[src/rtbs_pkg.sv]
package rtbs_pkg;

  localparam int TABLE_DEPTH = 1024;
  localparam int IDX_W       = $clog2(TABLE_DEPTH);
  localparam int CNT_W       = 11;
  localparam int ID_W        = 64;
  localparam int BLK_W       = 32;

  localparam int IN_TDATA_W  = 272;
  localparam int OUT_TDATA_W = 208;

  localparam logic [1:0] ACT_WRITE  = 2'd0;
  localparam logic [1:0] ACT_LOOKUP = 2'd1;
  localparam logic [1:0] ACT_READ   = 2'd2;

  localparam logic [1:0] ST_FOUND   = 2'd0;
  localparam logic [1:0] ST_MISS    = 2'd1;
  localparam logic [1:0] ST_WRITTEN = 2'd2;

  typedef struct packed {
    logic [BLK_W-1:0] size;
    logic [BLK_W-1:0] offset;
    logic [ID_W-1:0]  max_id;
    logic [ID_W-1:0]  min_id;
  } entry_t;

  typedef struct packed {
    logic             we;
    logic [IDX_W-1:0] addr;
    entry_t           wdata;
  } mem_wr_t;

  typedef struct packed {
    logic [1:0]       status;
    logic [IDX_W-1:0] index;
    entry_t           entry;
  } result_t;

endpackage

[src/rtbs_seq.sv]
module rtbs_seq (
  input  logic                         clk_i,
  input  logic                         rst_ni,
  input  logic                         in_valid_i,
  output logic                         in_ready_o,
  input  logic [1:0]                   in_action_i,
  input  logic [rtbs_pkg::IDX_W-1:0]   in_index_i,
  input  logic [rtbs_pkg::ID_W-1:0]    in_key_i,
  input  rtbs_pkg::entry_t             in_entry_i,
  input  logic [rtbs_pkg::CNT_W-1:0]   entry_count_i,
  output rtbs_pkg::mem_wr_t            mem_wr_o,
  output logic [rtbs_pkg::IDX_W-1:0]   mem_raddr_o,
  input  rtbs_pkg::entry_t             mem_rdata_i,
  output logic                         res_valid_o,
  input  logic                         res_ready_i,
  output rtbs_pkg::result_t            res_o
);
  import rtbs_pkg::*;

  localparam logic [1:0] S_IDLE = 2'd0;
  localparam logic [1:0] S_READ = 2'd1;
  localparam logic [1:0] S_CMP  = 2'd2;
  localparam logic [1:0] S_DONE = 2'd3;

  logic [1:0]       state_q, state_d;
  logic             is_read_q, is_read_d;
  logic [CNT_W-1:0] low_q, low_d;
  logic [IDX_W-1:0] high_q, high_d;
  logic [IDX_W-1:0] mid_q, mid_d;
  logic [ID_W-1:0]  key_q, key_d;
  result_t          res_q, res_d;

  logic [CNT_W-1:0] cnt_clamp;
  logic [CNT_W-1:0] span;
  logic [IDX_W-1:0] mid_calc;
  logic             key_lt_min;
  logic             key_gt_max;
  result_t          miss_res;
  result_t          hit_res;

  assign cnt_clamp = (entry_count_i > CNT_W'(TABLE_DEPTH)) ? CNT_W'(TABLE_DEPTH)
                                                           : entry_count_i;
  assign span      = {1'b0, high_q} - low_q;
  assign mid_calc  = IDX_W'(low_q + (span >> 1));

  // shared probe compare
  assign key_lt_min = key_q < mem_rdata_i.min_id;
  assign key_gt_max = key_q > mem_rdata_i.max_id;

  assign miss_res = '{status: ST_MISS, index: '0, entry: '0};
  assign hit_res  = '{status: ST_FOUND, index: mid_q, entry: mem_rdata_i};

  assign in_ready_o  = (state_q == S_IDLE);
  assign res_valid_o = (state_q == S_DONE);
  assign res_o       = res_q;
  assign mem_raddr_o = is_read_q ? mid_q : mid_calc;

  always_comb begin
    mem_wr_o.we    = in_valid_i && in_ready_o && (in_action_i == ACT_WRITE);
    mem_wr_o.addr  = in_index_i;
    mem_wr_o.wdata = in_entry_i;
  end

  always_comb begin
    state_d   = state_q;
    is_read_d = is_read_q;
    low_d     = low_q;
    high_d    = high_q;
    mid_d     = mid_q;
    key_d     = key_q;
    res_d     = res_q;
    unique case (state_q)
      S_IDLE: begin
        if (in_valid_i) begin
          key_d = in_key_i;
          unique case (in_action_i)
            ACT_WRITE: begin
              res_d   = '{status: ST_WRITTEN, index: '0, entry: '0};
              state_d = S_DONE;
            end
            ACT_READ: begin
              is_read_d = 1'b1;
              mid_d     = in_index_i;
              state_d   = S_READ;
            end
            ACT_LOOKUP: begin
              if (cnt_clamp == '0) begin
                res_d   = miss_res;
                state_d = S_DONE;
              end else begin
                is_read_d = 1'b0;
                low_d     = '0;
                high_d    = IDX_W'(cnt_clamp - CNT_W'(1));
                state_d   = S_READ;
              end
            end
            default: begin
              res_d   = miss_res;
              state_d = S_DONE;
            end
          endcase
        end
      end
      S_READ: begin
        if (!is_read_q) begin
          mid_d = mid_calc;
        end
        state_d = S_CMP;
      end
      S_CMP: begin
        if (is_read_q) begin
          res_d   = hit_res;
          state_d = S_DONE;
        end else if (key_lt_min) begin
          if ({1'b0, mid_q} > low_q) begin
            high_d  = mid_q - IDX_W'(1);
            state_d = S_READ;
          end else begin
            // also covers wrap below position zero
            res_d   = miss_res;
            state_d = S_DONE;
          end
        end else if (key_gt_max) begin
          if (mid_q < high_q) begin
            low_d   = {1'b0, mid_q} + CNT_W'(1);
            state_d = S_READ;
          end else begin
            res_d   = miss_res;
            state_d = S_DONE;
          end
        end else begin
          res_d   = hit_res;
          state_d = S_DONE;
        end
      end
      S_DONE: begin
        if (res_ready_i) begin
          state_d = S_IDLE;
        end
      end
      default: state_d = S_IDLE;
    endcase
  end

  always_ff @(posedge clk_i or negedge rst_ni) begin
    if (!rst_ni) begin
      state_q   <= S_IDLE;
      is_read_q <= 1'b0;
    end else begin
      state_q   <= state_d;
      is_read_q <= is_read_d;
    end
  end

  always_ff @(posedge clk_i) begin
    low_q  <= low_d;
    high_q <= high_d;
    mid_q  <= mid_d;
    key_q  <= key_d;
    res_q  <= res_d;
  end

endmodule

[config.mk]
export PLATFORM = sky130hd
export DESIGN_NAME = rtbs_seq
export DESIGN_NICKNAME = d
export VERILOG_FILES = /design/src/rtbs_pkg.sv /design/src/rtbs_seq.sv
export SDC_FILE = /design/constraint.sdc
export NUM_CORES = 1
export LEC_CHECK = 0
export BUFFER_PORTS_ARGS = -buffer_cell sky130_fd_sc_hd__clkbuf_2
export CAP_MARGIN = 10
export CORE_AREA = 2 2 353 355
export DETAILED_ROUTE_END_ITERATION = 10
export DIE_AREA = 0 0 355 357
export HOLD_SLACK_MARGIN = 0.05
export PLACE_DENSITY = 0.32
export RECOVER_POWER = 25
export SYNTH_ARGS = -nofsm -noshare
export SYNTH_HDL_FRONTEND = slang
export SYNTH_SLANG_ARGS = --single-unit
[constraint.sdc]
create_clock -name clk_i -period 18 [get_ports clk_i]
set_clock_uncertainty 0.2 [all_clocks]
set_input_delay 0.9 -clock clk_i [delete_from_list [all_inputs] [get_ports clk_i]]
set_output_delay 0.9 -clock clk_i [all_outputs]
set_load 0.1 [all_outputs]
# Word-level counts from Yosys, hierarchy flattened
# Index checks and enable logic that the tools add are counted.
word_totals:
  regBits: 302
  output_inout_bits: 419
  elab_cells: 99
classes:
  add_sub_neg: 5
  magnitude_cmp: 5
  n_eq_ne: 21
  n_mux: 41
  n_reduce_logical: 15
op_table:
  columns: ["op", "count"]
  rows:
  - ["$mux W204", 7]
  - ["$pmux W204 S3", 1]
  - ["$pmux W204 S2", 1]
  - ["$mux W10", 9]
  - ["$mux W11", 8]
  - ["$gt A64 B64 Y1", 1]
  - ["$lt A64 B64 Y1", 1]
  - ["$pmux W10 S2", 2]
  - ["$pmux W11 S2", 1]
  - ["$ne A2 B2 Y1 const B", 10]
  - ["$sub A10 B1 Y10 const B", 2]
  - ["$mux W2", 8]
  - ["$add A10 B1 Y11 const B", 1]
  - ["$gt A10 B11 Y1", 1]
  - ["$gt A11 B11 Y1 const B", 1]
  - ["$logic_not A11 Y1", 1]
  - ["$sub A10 B11 Y11", 1]
  - ["$add A10 B10 Y10", 1]
  - ["$lt A10 B10 Y1", 1]
  - ["$pmux W2 S4", 1]
  - ["$reduce_and A8 Y1", 1]
  - ["$reduce_and A7 Y1", 1]
  - ["$eq A2 B2 Y1 const B", 3]
  - ["$ne A2 B1 Y1 const B", 3]
  - ["other kinds (14)", 20]

# Longest topological paths before layout
# Gate-level depths: netlist of run 1.
depth:
  word_depth: 7
  mapped_depth: 18
  ltp_nobuf: 18

# Least setup slack after synthesis of run 1
# Ideal clock, no wire load.
synth_path:
  path_type: "input -> register"
  startpoint: "input port mem_rdata_i[1] (netlist bit)"
  endpoint: "register res_q, in the netlist res_o[0] (enable)"
  arrival_ps: 7421
  t_required_ps: 17200
  path_slack_ps: 9780
  path_stages: 9
  n_path_buf: 0
  path_cell_list: "inv_1 -> ha_1 -> a2111oi_2 -> o41ai_1 -> a2111oi_2 -> o221a_2 -> nand3_2 -> nand4b_1 -> a32o_1"
synth_via:
  elab_chain_len: 3
  elab_cells_between_ends: 4
synth_lines:
  columns: ["element", "line", "text"]
  rows:
  - ["start, declared", "rtbs_seq.sv:13", "input rtbs_pkg::entry_t mem_rdata_i,"]
  - ["$lt A64 B64 Y1 (*)", "rtbs_seq.sv:47", "assign key_lt_min = key_q < mem_rdata_i.min_id;"]
  - ["$ne A5 B5 Y1 (no line) or $ne A4 B4 Y1 (tied branches)", null, null]
  - ["$reduce_and A6 Y1 (no line) (*)", null, null]
  - ["end signal, assigned", "rtbs_seq.sv:160", "res_q <= res_d;"]
  - ["end, declared", "rtbs_seq.sv:31", "result_t res_q, res_d;"]
# Mark *: on every way between the ends. The rest lies on a longest branch, timed or not.
# A chain may end at the register's enable or synchronous reset.

# Worst setup path in the final report of run 1
layout_path:
  startpoint: "input port mem_rdata_i[51] (netlist bit)"
  endpoint: "register res_q, in the netlist res_o[137] (enable)"
# Same word-level chain as after synthesis.

==> parameters.txt, run 1 <==
Parameter                              Value

Global route
  First-pass GRT wire length ... between 100000 and 150000 um
  Global-route usage over all layers ... 0.114
  Maximum number of pins on one net before global-route repair ... 76
  Initial antenna violation count ... 9
  Remaining global-route overflow ... 0
  Via count of the first global-routing pass ... ~13000

Layout
  Area grow syn2layout ... 24.9%
  NumNets Final ... 2471
  Most frequent cells in the layout ... sky130_fd_sc_hd__clkbuf_2 (500), sky130_fd_sc_hd__edfxtp_1 (299), sky130_fd_sc_hd__ha_1 (166)
  Most common library cell in the layout ignoring fill and taps ... sky130_fd_sc_hd__clkbuf_2
  Share of final-layout standard cells stronger than drive strength 1 ... 0.324
  Layout Cells excl Fill ... around 3500

Die
  Number of rows created at floorplan ... 129
  Chip Width ... around 360 um
  Die Span Y ... around 360 um
  Area enclosed by the die boundary ... ~0.13 mm^2
  IO Count ... a little under 900
  Core footprint ... 0.123 mm^2
  Initial Util ... 0.140

STA
  Worst Setup Slack, final ... between 10000 and 15000 ps
  Final critical delay including setup and external delays ... 5830 ps
  Period utilization ... 0.324
  Worst slew pin tran ... about 1400 ps
  Slew margin rel. ... 0.0443
  Setup-failing EPs final ... 0
  Setup repair after global routing missed its margin ... no
  Final number of max-transition violations ... 0
  Maximum frequency from static timing analysis ... roughly 170 MHz
  Sum of negative setup slack ... 0 ps
  Hold Vio Cnt, Final ... 0

Setup path
  Critical path peak fanout ... 58
  Worst Path Class, Setup ... in -> reg
  Critical path required time ... approximately 18000 ps
  Critical path launch point type ... input port
  Critical Path End Type ... flip-flop
  WP data arrival ... about 5800 ps

Synthesis
  Number of nets produced by synthesis ... 2152
  Post-synthesis share of cell area spent on and, or, nand and nor gates ... 0.125
  Ys async rst share ... 0.00993
  Post-synthesis instance area ... ~0.017 mm^2
  Sequential area share after synthesis ... 0.525
  Synth Area in Adders ... 0.123
  Syn Area/Cell ... ~11 um^2
  Multiplexer share of the synthesized area ... 0.00849
  Area fraction in compound gates after synthesis ... 0.0651
  Count of distinct cell types in the synthesized netlist ... 57
  Synth warnings ... 0
  Top_reg_cell synth ... sky130_fd_sc_hd__edfxtp_1
  Xor and xnor fraction of the mapped netlist area ... 0.0168
  Count of flip-flops with a built-in enable after synthesis ... roughly 300
  Number of instances in the synthesized netlist ... between 1500 and 2000
  Main combinational cell family by area after synthesis ... buffers and inverters
  Seq cells post-synth ... 302

CTS
  Total number of clock tree sinks ... 302
  TritonCTS clock tree ... done
  Maximum clock path buffer count ... 3
  Number of buffers added for setup after CTS ... 0
  Clock slew at the register clock pins of the worst setup and hold paths ... approximately 60 ps
  TritonCTS buffer count ... 41
  Later-pin clock latency in the skew report ... ~560 ps
  Clock Root Buffer ... sky130_fd_sc_hd__clkbuf_16
  H-tree levels ... 2

Drt
  Number of DRC violations after detailed-routing iteration 0 ... 693
  Total wire length ... between 70000 and 80000 um
  Mean routed wirelength per cell ... 21.5 um
  Remaining antenna violation count after routing ... 0
  Top layer in use ... met5
  Routed met1 length ... 28500 um
  Met3 layer wire length in the routed design ... 5840 um
  Vias ... 12498
  DRC Markers ... 0
  Via density ... about 3.6
  Number of iterations in the first detailed-routing pass ... 5
  Wire length on met2 ... about 37000 um

Power
  Power consumption ... around 5 mW
  Leakage power total ... 9.02 nW
  Max VDD drop ... 0.174 mV
  Pwr dens ... about 230 mW/mm^2

Outcome
  Run status ... finished, final reports clean

Place
  Placement Setup Slack ... about 11000 ps
  Global placement routability congestion ... 0.821
  Cell count after placement ... approximately 3400
  Post-DP HPWL ... 61800 um
  Count of port buffers added during placement ... 509

Run
  Max-cap check violation count ... 0

Hold path
  Worst Hold Class ... in -> reg
power by group:
part / internal [mW] / leakage [nW] / switching, mW
clock: 0.479 / 0.640 / 0.334
sequential: 1.15 / 2.90 / 0.126
combinational: 0.411 / 5.47 / 2.48
final timing paths:
path,to,depth (start not counted),slack [ps],start
min in group asynchronous,state_q[1],2,520,rst_ni
max reg2reg,res_o[137],11,12220,key_q[51]
max,res_o[137],13,12170,mem_rdata_i[51]
min reg2reg,state_q[0],1,460,state_q[0]
max in group asynchronous,is_read_q,2,16920,rst_ni
min,key_q[53],1,310,in_key_i[53]
cells in the mapped netlist, types with 10 or more instances:
cell type | number | area share
sky130_fd_sc_hd__a21o_1 | 14 | 0.0061
sky130_fd_sc_hd__a21oi_1 | 70 | 0.020
sky130_fd_sc_hd__and2_1 | 78 | 0.028
sky130_fd_sc_hd__buf_2 | 14 | 0.0041
sky130_fd_sc_hd__buf_4 | 202 | 0.088
sky130_fd_sc_hd__clkbuf_1 | 26 | 0.0057
sky130_fd_sc_hd__edfxtp_1 | 299 | 0.52
sky130_fd_sc_hd__ha_1 | 166 | 0.12
sky130_fd_sc_hd__inv_1 | 160 | 0.035
sky130_fd_sc_hd__mux2_2 | 13 | 0.0085
sky130_fd_sc_hd__nand2_1 | 48 | 0.010
sky130_fd_sc_hd__nand3_1 | 33 | 0.0096
sky130_fd_sc_hd__nand4_1 | 24 | 0.0087
sky130_fd_sc_hd__nor2_1 | 38 | 0.0083
sky130_fd_sc_hd__nor3_1 | 138 | 0.040
sky130_fd_sc_hd__nor3b_1 | 10 | 0.0044
sky130_fd_sc_hd__o21ai_0 | 37 | 0.011
sky130_fd_sc_hd__xnor2_1 | 19 | 0.0097
sky130_fd_sc_hd__xor2_1 | 14 | 0.0071
cell type report:
class	count	area (um^2)
flip-flops and latches	302	9050
clock inverters	23	199
multi-input cells	797	5870
well taps	1637	2050
diodes	2	5.00
clock buffers	51	1110
fillers	13801	101000
repair buffers	526	2660
inverters	160	602
critical path, cell delays in order:
cell	delay, ps
sky130_fd_sc_hd__clkbuf_2	80
sky130_fd_sc_hd__inv_1	60
sky130_fd_sc_hd__ha_1	320
sky130_fd_sc_hd__nand4_1	180
sky130_fd_sc_hd__nor4_1	880
sky130_fd_sc_hd__buf_4	240
sky130_fd_sc_hd__and3_1	370
sky130_fd_sc_hd__nand4_1	140
sky130_fd_sc_hd__o221a_2	320
sky130_fd_sc_hd__nand3_1	180
sky130_fd_sc_hd__a32o_4	490
sky130_fd_sc_hd__buf_4	710
sky130_fd_sc_hd__buf_4	740
per-layer routing:
layer  vias to the layer above  GRT usage
li1                       5833          -
met1                      5921      0.125
met2                       543      0.202
met3                       195     0.0347
met4                         6     0.0508
met5                         -          0
cell families after synthesis:
| group | count (synthesis) |
|---|---|
| simple gates | 406 |
| mux | 13 |
| xor+xnor | 33 |
| flops | 302 |
| buf+inv | 410 |
| fa+ha+maj | 168 |
| compound gates | 177 |
repair_timing:
action | in CTS | in global routing
hold buffers | 1 | 0
gates resized for setup | 0 | 0
endpoints found under the hold margin | 3 | 0
stage by stage:
stage	hold WS (ps)	utilization	instance area [um^2]
after floorplan	404	-	17200
after global placement	426	0.165	20200
after detailed placement	432	0.165	20200
after CTS	246	0.175	21600
after global routing	262	0.175	21500
final	311	0.175	21500
sequential cells by signal, indices dropped and copies added (netlist names):
name	count
high_q	10
res_o	204
low_q	11
key_q	64
mid_q	10
is_read_q	1
state_q	2
Note: power is estimated with default switching activity, not from simulation.
==> inputs of run 2 (changes only) <==
--- a/config.mk
+++ b/config.mk
@@ -11,7 +11,7 @@
 export DETAILED_ROUTE_END_ITERATION = 10
 export DIE_AREA = 0 0 355 357
 export HOLD_SLACK_MARGIN = 0.05
-export PLACE_DENSITY = 0.32
+export PLACE_DENSITY = 0.33
 export RECOVER_POWER = 25
 export SYNTH_ARGS = -nofsm -noshare
 export SYNTH_HDL_FRONTEND = slang
==> constraint.sdc (replaced) <==
create_clock -name clk_i -period 5.3 [get_ports clk_i]
set_clock_uncertainty 0.2 [all_clocks]
set_input_delay 0.265 -clock clk_i [delete_from_list [all_inputs] [get_ports clk_i]]
set_output_delay 0.265 -clock clk_i [all_outputs]
set_load 0.1 [all_outputs]
==> run 2 against run 1 <==
Flip-flop and latch count unchanged. Clock-buffer cell count decreased by 7. Register-to-register slack got worse by 11000 ps. Combinational power increased to 3.6 times the previous value. Global-route usage increased by 0.53 points. Die area unchanged. Utilization is 2.2 points higher. Cell area grew 13%. Sequential power rose to 3.4 times the previous value. Power grew to 3.5 times the previous value. Critical path type is now reg -> out.
==> parameters.txt, run 2 (same netlist as run 1, synthesis figures left out) <==
Parameter                              Value

Outcome
  Run status ... finished, final reports clean

Run
  Max-cap check violation count ... 0 (unchanged)

STA
  Final critical delay including setup and external delays ... between 4000 and 5000 ps
  Hold Vio Cnt, Final ... 0 (unchanged)
  Final number of max-transition violations ... 0 (unchanged)
  Slew margin rel. ... 0.278 (+0.233)
  Sum of negative setup slack ... 0 ps (unchanged)
  Setup repair after global routing missed its margin ... no
  Period utilization ... 0.923
  Worst slew pin tran ... 1080 ps (-346 ps)
  Setup-failing EPs final ... 0 (unchanged)
  Maximum frequency from static timing analysis ... between 200 and 250 MHz

Setup path
  Critical path required time ... 4840 ps (-13150 ps)
  Reg-to-reg startpoint ... key_q[53]
  Buffers and inverters on the worst path ... 3 (-2)
  Worst-case register-to-register setup slack ... 950 ps (-11270 ps)
  Critical Path End Type ... output port
  Critical path launch point type ... flip-flop
  Endpoint of the worst register-to-register path ... res_o[71]
  Number of cells traversed by the worst register-to-register path ... 12 (+1)
  Crit path max-delay family ... compound AO/OA/AOI/OAI gates
  Slowest library cell on the worst path ... sky130_fd_sc_hd__edfxtp_1
  Crit-path cells ... inv_1 > ha_1 > inv_1 > o21bai_1 > a21oi_1 > nor2b_1 > o21a_1 > nor2_1 > xnor2_1 > ha_1 > nand3_1 > o2111ai_1 > a21o_1 > a21oi_1 > o21ai_0 > xor2_1 > o21ai_1 > clkbuf_4
  Worst Path Class, Setup ... reg -> out
  WP data arrival ... 4430 ps (-1390 ps)
  Worst path max stage delay ... 450 ps (-430 ps)
  Critical path peak fanout ... 4 (-93%)

Place
  Post-DP HPWL ... 63600 um (+2.9%)
  Cell count after placement ... 3426 (+0.18%)
  Count of port buffers added during placement ... 509 (unchanged)
  Global placement routability congestion ... 0.805 (-1.9%)

Hold path
  Worst Hold Class ... in -> reg
  Hold Path Origin ... mem_rdata_i[40]
  Worst-case hold path end point ... res_o[40]
  Worst hold path cell count ... 3 (+2)

Drt
  Remaining antenna violation count after routing ... 0 (unchanged)
  Number of DRC violations after detailed-routing iteration 0 ... 557 (-20%)
  Mean routed wirelength per cell ... 20.9 um (-2.8%)
  Number of iterations in the first detailed-routing pass ... 4 (-1)
  Total wire length ... 78700 um (+4.8%)
  Vias ... 13511 (+8.1%)
  DRC Markers ... 0 (unchanged)
  Via density ... 3.58 (+0.33%)

Layout
  Flip-flop and latch area ... 0.00905 mm^2 (unchanged)
  Flip-flop count of the largest register, all copies and words added ... 204 (unchanged)
  Layout Cells excl Fill ... 3769 (+7.7%)
  Share of final-layout standard cells stronger than drive strength 1 ... 0.281 (-0.0432)
  NumNets Final ... 2745 (+11%)
  Most frequent cells in the layout ... sky130_fd_sc_hd__clkbuf_2 (490), sky130_fd_sc_hd__edfxtp_1 (299), sky130_fd_sc_hd__dlygate4sd3_1 (271)
  Layout filler cell count ... 13557 (-1.8%)
  Area grow syn2layout ... 40.9%
  Most common library cell in the layout ignoring fill and taps ... sky130_fd_sc_hd__clkbuf_2
  Finished Core Util ... 0.198 (+0.0224)
  Multi-input gate area ... 0.00587 mm^2 (about the same)

Die
  Core footprint ... 0.123 mm^2 (unchanged)
  Number of rows created at floorplan ... 129 (unchanged)
  Chip Width ... 355 um (unchanged)
  Die Span Y ... 357 um (unchanged)
  Area enclosed by the die boundary ... 0.127 mm^2 (unchanged)
  IO Count ... 894 (unchanged)
  Initial Util ... 0.140 (unchanged)

Global route
  Remaining global-route overflow ... 0 (unchanged)
  Initial antenna violation count ... 6 (-3)
  Maximum number of pins on one net before global-route repair ... 75 (-1.3%)
  Via count of the first global-routing pass ... 14466 (+10%)
  Global-route usage over all layers ... 0.119 (+0.00535)
  First-pass GRT wire length ... 109000 um (+5.8%)

CTS
  Clock slew at the register clock pins of the worst setup and hold paths ... 60 ps (about the same)
  TritonCTS clock tree ... done
  Later-pin clock latency in the skew report ... 570 ps (about the same)
  Total number of clock tree sinks ... 302 (unchanged)
  Clock Root Buffer ... sky130_fd_sc_hd__clkbuf_16
  TritonCTS buffer count ... 40 (-2.4%)
  H-tree levels ... 2 (unchanged)
  Maximum clock path buffer count ... 3 (unchanged)

Power
  Share of total power in combinational logic ... 0.595 (+0.014)
  Max VDD drop ... 0.818 mV (+370%)
  Net switching power figure ... 10.2 mW (+250%)
  Switching share of power ... 0.591 (+0.000998)
  Power Internal ... 7.06 mW (+250%)
  Pwr dens ... 711 mW/mm^2 (+210%)
  Portion of total power attributed to sequential cells ... 0.249 (-0.007)
  Power share of the clock group ... 0.156 (-0.007)
  Leakage power total ... 10.1 nW (+12%)
run 2: cell types whose count changed in the layout (fill, tap and decap cells not counted), sizes merged:
cell / delta
diode: -1
dlygate4sd3: +270
inv: -2
clkbuf: -8
clkinvlp: +1
buf: +6
clkinv: +5
run 2: worst max-delay path by stage:
stage                   start        endpoint  slack [ps]  cells after the start
6_report             low_q[1]  mem_raddr_o[9]         410                     18
5_1_grt              low_q[1]  mem_raddr_o[9]          20                     18
4_1_cts              low_q[1]  mem_raddr_o[9]         240                     18
3_5_place_dp   mem_rdata_i[1]       res_o[47]         720                     11
3_3_place_gp   mem_rdata_i[1]       res_o[68]         770                     11
2_1_floorplan        low_q[0]        mid_q[6]          10                     12
run 2: layout make-up:
cell class,instances,area share
diodes,1,0.000103
clock buffers,44,0.0418
clock inverters,27,0.00968
inverters,160,0.0249
multi-input cells,797,0.241
flip-flops and latches,302,0.373
well taps,1637,0.0843
repair buffers,801,0.225
run 2: repair_timing:
| item | CTS | global route |
|---|---|---|
| hold endpoints to repair | 271 | 0 |
| endpoints found under the setup margin | 0 | 1 |
| buffers inserted | 0 | 0 |
| gates resized for setup | 0 | 2 |
| hold buffers | 271 | 0 |
run 2: metrics by stage:
stage / cell area (um^2) / hold WS (ps) / worst slack, ps / power, mW
after floorplan: 17300 / -231 / 12.7 / 13.0
after CTS: 24300 / 50.7 / 243 / 17.6
after global routing: 24300 / 72.6 / 16.3 / 18.1
after global placement: 20400 / -93.1 / 775 / 14.6
after detailed placement: 20400 / -91.0 / 724 / 14.6
final: 24300 / 45.4 / 409 / 17.3
run 2: worst min-delay path: cells and delay by family:
kind          cells  cell delay (ps)
simple gates      1              200
buf+inv           2              190
run 2: per-layer routing:
layer,global-route usage,vias up,share of wire
met2,0.223,548,0.52
li1,-,6373,-
met5,0,-,0.00056
met1,0.127,6406,0.37
met4,0.0471,6,0.038
met3,0.0310,178,0.070
run 2: power by group through the flow:
stage               logic, mW  registers [mW]  clock network, mW
global placement         10.3            4.37                  0
floorplan                3.51            9.48                  0
global route             10.8            4.40               2.90
detailed placement       10.3            4.38                  0
finish                   10.3            4.31               2.69
CTS                      10.5            4.34               2.84
==> inputs of run 3 (changes only) <==
--- a/config.mk
+++ b/config.mk
@@ -11,7 +11,6 @@
 export DETAILED_ROUTE_END_ITERATION = 10
 export DIE_AREA = 0 0 355 357
 export HOLD_SLACK_MARGIN = 0.05
-export PLACE_DENSITY = 0.33
 export RECOVER_POWER = 25
 export SYNTH_ARGS = -nofsm -noshare
 export SYNTH_HDL_FRONTEND = slang
==> run 3 against run 2 <==
Combinational power is essentially flat. Utilization grew 0.15 points. Sequential share of layout area shrank 0.29 points. Die area is the same. Power grew 0.81%. Routed wire length shrank 1.0%. Setup slack lost 5.1 ps. Critical path depth is the same. Fmax shrank 0.10%. Global-route usage shrank 0.25 points. Largest cell class unchanged. Register-to-register slack gained 120 ps.
==> parameters.txt, run 3 (same netlist as run 1, synthesis figures left out) <==
Parameter                              Value

Outcome
  Run status ... finished, final reports clean

Setup path
  Critical path launch point type ... flip-flop
  Slowest library cell on the worst path ... sky130_fd_sc_hd__clkbuf_2
  Critical Path End Type ... output port
  Reg-to-reg startpoint ... key_q[51]
  Worst Path Class, Setup ... reg -> out
  Crit path max-delay family ... compound AO/OA/AOI/OAI gates
  Critical path required time ... 4840 ps (about the same)
  WP data arrival ... 4430 ps (about the same)
  Buffers and inverters on the worst path ... 3 (unchanged)
  Crit-path cells ... inv_1 > ha_1 > inv_1 > o21bai_1 > a21oi_1 > nor2b_1 > o21a_1 > nor2_1 > xnor2_1 > ha_1 > nand3_1 > o2111ai_1 > a21o_1 > a21oi_1 > o21ai_0 > xor2_1 > o21ai_1 > clkbuf_2
  Worst-case register-to-register setup slack ... 1070 ps (+120 ps)
  Endpoint of the worst register-to-register path ... res_o[98]
  Number of cells traversed by the worst register-to-register path ... 12 (unchanged)
  Worst path max stage delay ... 530 ps (+80 ps)
  Critical path peak fanout ... 4 (unchanged)

Power
  Power consumption ... 17.4 mW (+0.81%)
  Max VDD drop ... 0.684 mV (-16%)
  Switching share of power ... 0.586 (-0.00519)
  Leakage power total ... 10.2 nW (+0.79%)
  Share of total power in combinational logic ... 0.585 (-0.010)
  Net switching power figure ... 10.2 mW (about the same)
  Power Internal ... 7.20 mW (+2.1%)
  Pwr dens ... 711 mW/mm^2 (about the same)
  Power share of the clock group ... 0.163 (+0.007)
  Portion of total power attributed to sequential cells ... 0.253 (+0.004)

CTS
  TritonCTS buffer count ... 40 (unchanged)
  Hold Buf Count CTS ... 274 (+1.1%)
  Post-cts gate resize count ... 0 (unchanged)
  Total number of clock tree sinks ... 302 (unchanged)
  TritonCTS clock tree ... done
  H-tree levels ... 2 (unchanged)
  Clock Root Buffer ... sky130_fd_sc_hd__clkbuf_16
  Maximum clock path buffer count ... 3 (unchanged)
  Number of buffers added for setup after CTS ... 0 (unchanged)
  Later-pin clock latency in the skew report ... 590 ps (+20 ps)
  Clock slew at the register clock pins of the worst setup and hold paths ... 60 ps (about the same)

Die
  Core footprint ... 0.123 mm^2 (unchanged)
  Area enclosed by the die boundary ... 0.127 mm^2 (unchanged)
  Chip Width ... 355 um (unchanged)
  IO Count ... 894 (unchanged)
  Initial Util ... 0.140 (unchanged)
  Die Span Y ... 357 um (unchanged)
  Number of rows created at floorplan ... 129 (unchanged)

STA
  Maximum frequency from static timing analysis ... 204 MHz (-0.10%)
  Final number of max-transition violations ... 0 (unchanged)
  Slew margin rel. ... 0.243 (-0.0346)
  Worst slew pin tran ... 1130 ps (+49.5 ps)
  Final critical delay including setup and external delays ... 4900 ps (+5.11 ps)
  Worst Setup Slack, final ... 404 ps (-5.11 ps)
  Hold Vio Cnt, Final ... 0 (unchanged)
  Period utilization ... 0.924 (+0.000963)
  Setup-failing EPs final ... 0 (unchanged)
  Setup repair after global routing missed its margin ... no
  Sum of negative setup slack ... 0 ps (unchanged)

Place
  Count of port buffers added during placement ... 509 (unchanged)
  Post-DP HPWL ... 62500 um (-1.7%)
  Placement Setup Slack ... 844 ps (+120 ps)
  Global placement routability congestion ... 0.869 (+7.9%)

Global route
  Initial antenna violation count ... 14 (+8)
  Maximum number of pins on one net before global-route repair ... 73 (-2.7%)
  Via count of the first global-routing pass ... 13838 (-4.3%)
  Remaining global-route overflow ... 0 (unchanged)
  First-pass GRT wire length ... 105000 um (-3.2%)
  Global-route usage over all layers ... 0.117 (-0.00248)

Drt
  Number of DRC violations after detailed-routing iteration 0 ... 1073 (+93%)
  DRC Markers ... 0 (unchanged)
  Mean routed wirelength per cell ... 20.6 um (-1.5%)
  Remaining antenna violation count after routing ... 0 (unchanged)
  Number of iterations in the first detailed-routing pass ... 6 (+2)
  Total wire length ... 77900 um (-1.0%)
  Vias ... 13912 (+3.0%)
  Via density ... 3.67 (+2.5%)

Run
  Max-cap check violation count ... 0 (unchanged)

Layout
  Share of final-layout standard cells stronger than drive strength 1 ... 0.283 (+0.00236)
  NumNets Final ... 2758 (+0.47%)
  Most frequent cells in the layout ... sky130_fd_sc_hd__clkbuf_2 (488), sky130_fd_sc_hd__edfxtp_1 (299), sky130_fd_sc_hd__dlygate4sd3_1 (274)
  Layout filler cell count ... 13368 (-1.4%)
  Flip-flop count of the largest register, all copies and words added ... 204 (unchanged)
  Area grow syn2layout ... 42.0%
  Most common library cell in the layout ignoring fill and taps ... sky130_fd_sc_hd__clkbuf_2

Hold path
  Worst hold path cell count ... 3 (unchanged)
  Worst Hold Class ... in -> reg
  Worst-case hold path end point ... res_o[124]
  Hold Path Origin ... mem_rdata_i[124]
-- run 3: cell count changes in the layout (fill, tap and decap cells not counted), sizes merged --
| cell | before | now |
|---|---|---|
| inv | 160 | 166 |
| buf | 21 | 31 |
| clkbuf | 553 | 551 |
| diode | 1 | 4 |
| dlygate4sd3 | 271 | 274 |
| clkinvlp | 3 | 6 |
| clkinv | 21 | 13 |
| bufinv | 3 | 5 |
-- run 3: worst register-to-register path: cells and delay by family (launching register included) --
kind / cells / cell delay, ps
simple gates: 6 / 1570
compound gates: 2 / 700
buf+inv: 3 / 650
flops: 1 / 410
fa+ha+maj: 1 / 330
-- run 3: metal layers --
layer	global-route usage	wire length, um	up-vias
met4	0.0459	2820	14
met1	0.144	31800	6548
met5	0.00370	148	-
li1	-	-	6412
met2	0.185	35000	740
met3	0.0419	8110	198
-- run 3: power by group through the flow --
stage	sequential [mW]	clock, mW	combinational (mW)
floorplan	9.48	0	3.51
global placement	4.42	0	10.0
detailed placement	4.44	0	10.1
CTS	4.40	2.94	10.3
global route	4.48	3.01	10.6
finish	4.40	2.83	10.2
-- run 3: layout make-up --
type,count,area (um^2),share of cell area
Sequential cell,302,9050,0.370
Clock inverter,30,319,0.0130
Antenna cell,4,10.0,0.000409
Multi-Input combinational cell,797,5860,0.239
Clock buffer,42,1010,0.0412
Inverter,160,604,0.0247
Timing Repair Buffer,814,5580,0.228
Tap cell,1637,2050,0.0836
-- run 3: per-stage QoR --
stage               utilization  hold slack [ps]  instance area, um^2  instances
floorplan                     -             -231                17300       1509
global placement          0.166             -134                20400       3436
detailed placement        0.166             -132                20400       3436
CTS                       0.199             50.0                24500       3782
global route              0.199              104                24500       3786
finish                    0.199             58.9                24500       3786
-- run 3: how the worst max path moves through the flow --
stage          slack (ps)              from              to  cells after the start
2_1_floorplan          10          low_q[0]        mid_q[6]                     12
3_3_place_gp          880   mem_rdata_i[51]       res_o[78]                     14
3_5_place_dp          840  mem_rdata_i[125]       res_o[98]                     13
4_1_cts               340          low_q[1]  mem_raddr_o[9]                     18
5_1_grt               100          low_q[1]  mem_raddr_o[9]                     18
6_report              400          low_q[1]  mem_raddr_o[9]                     18
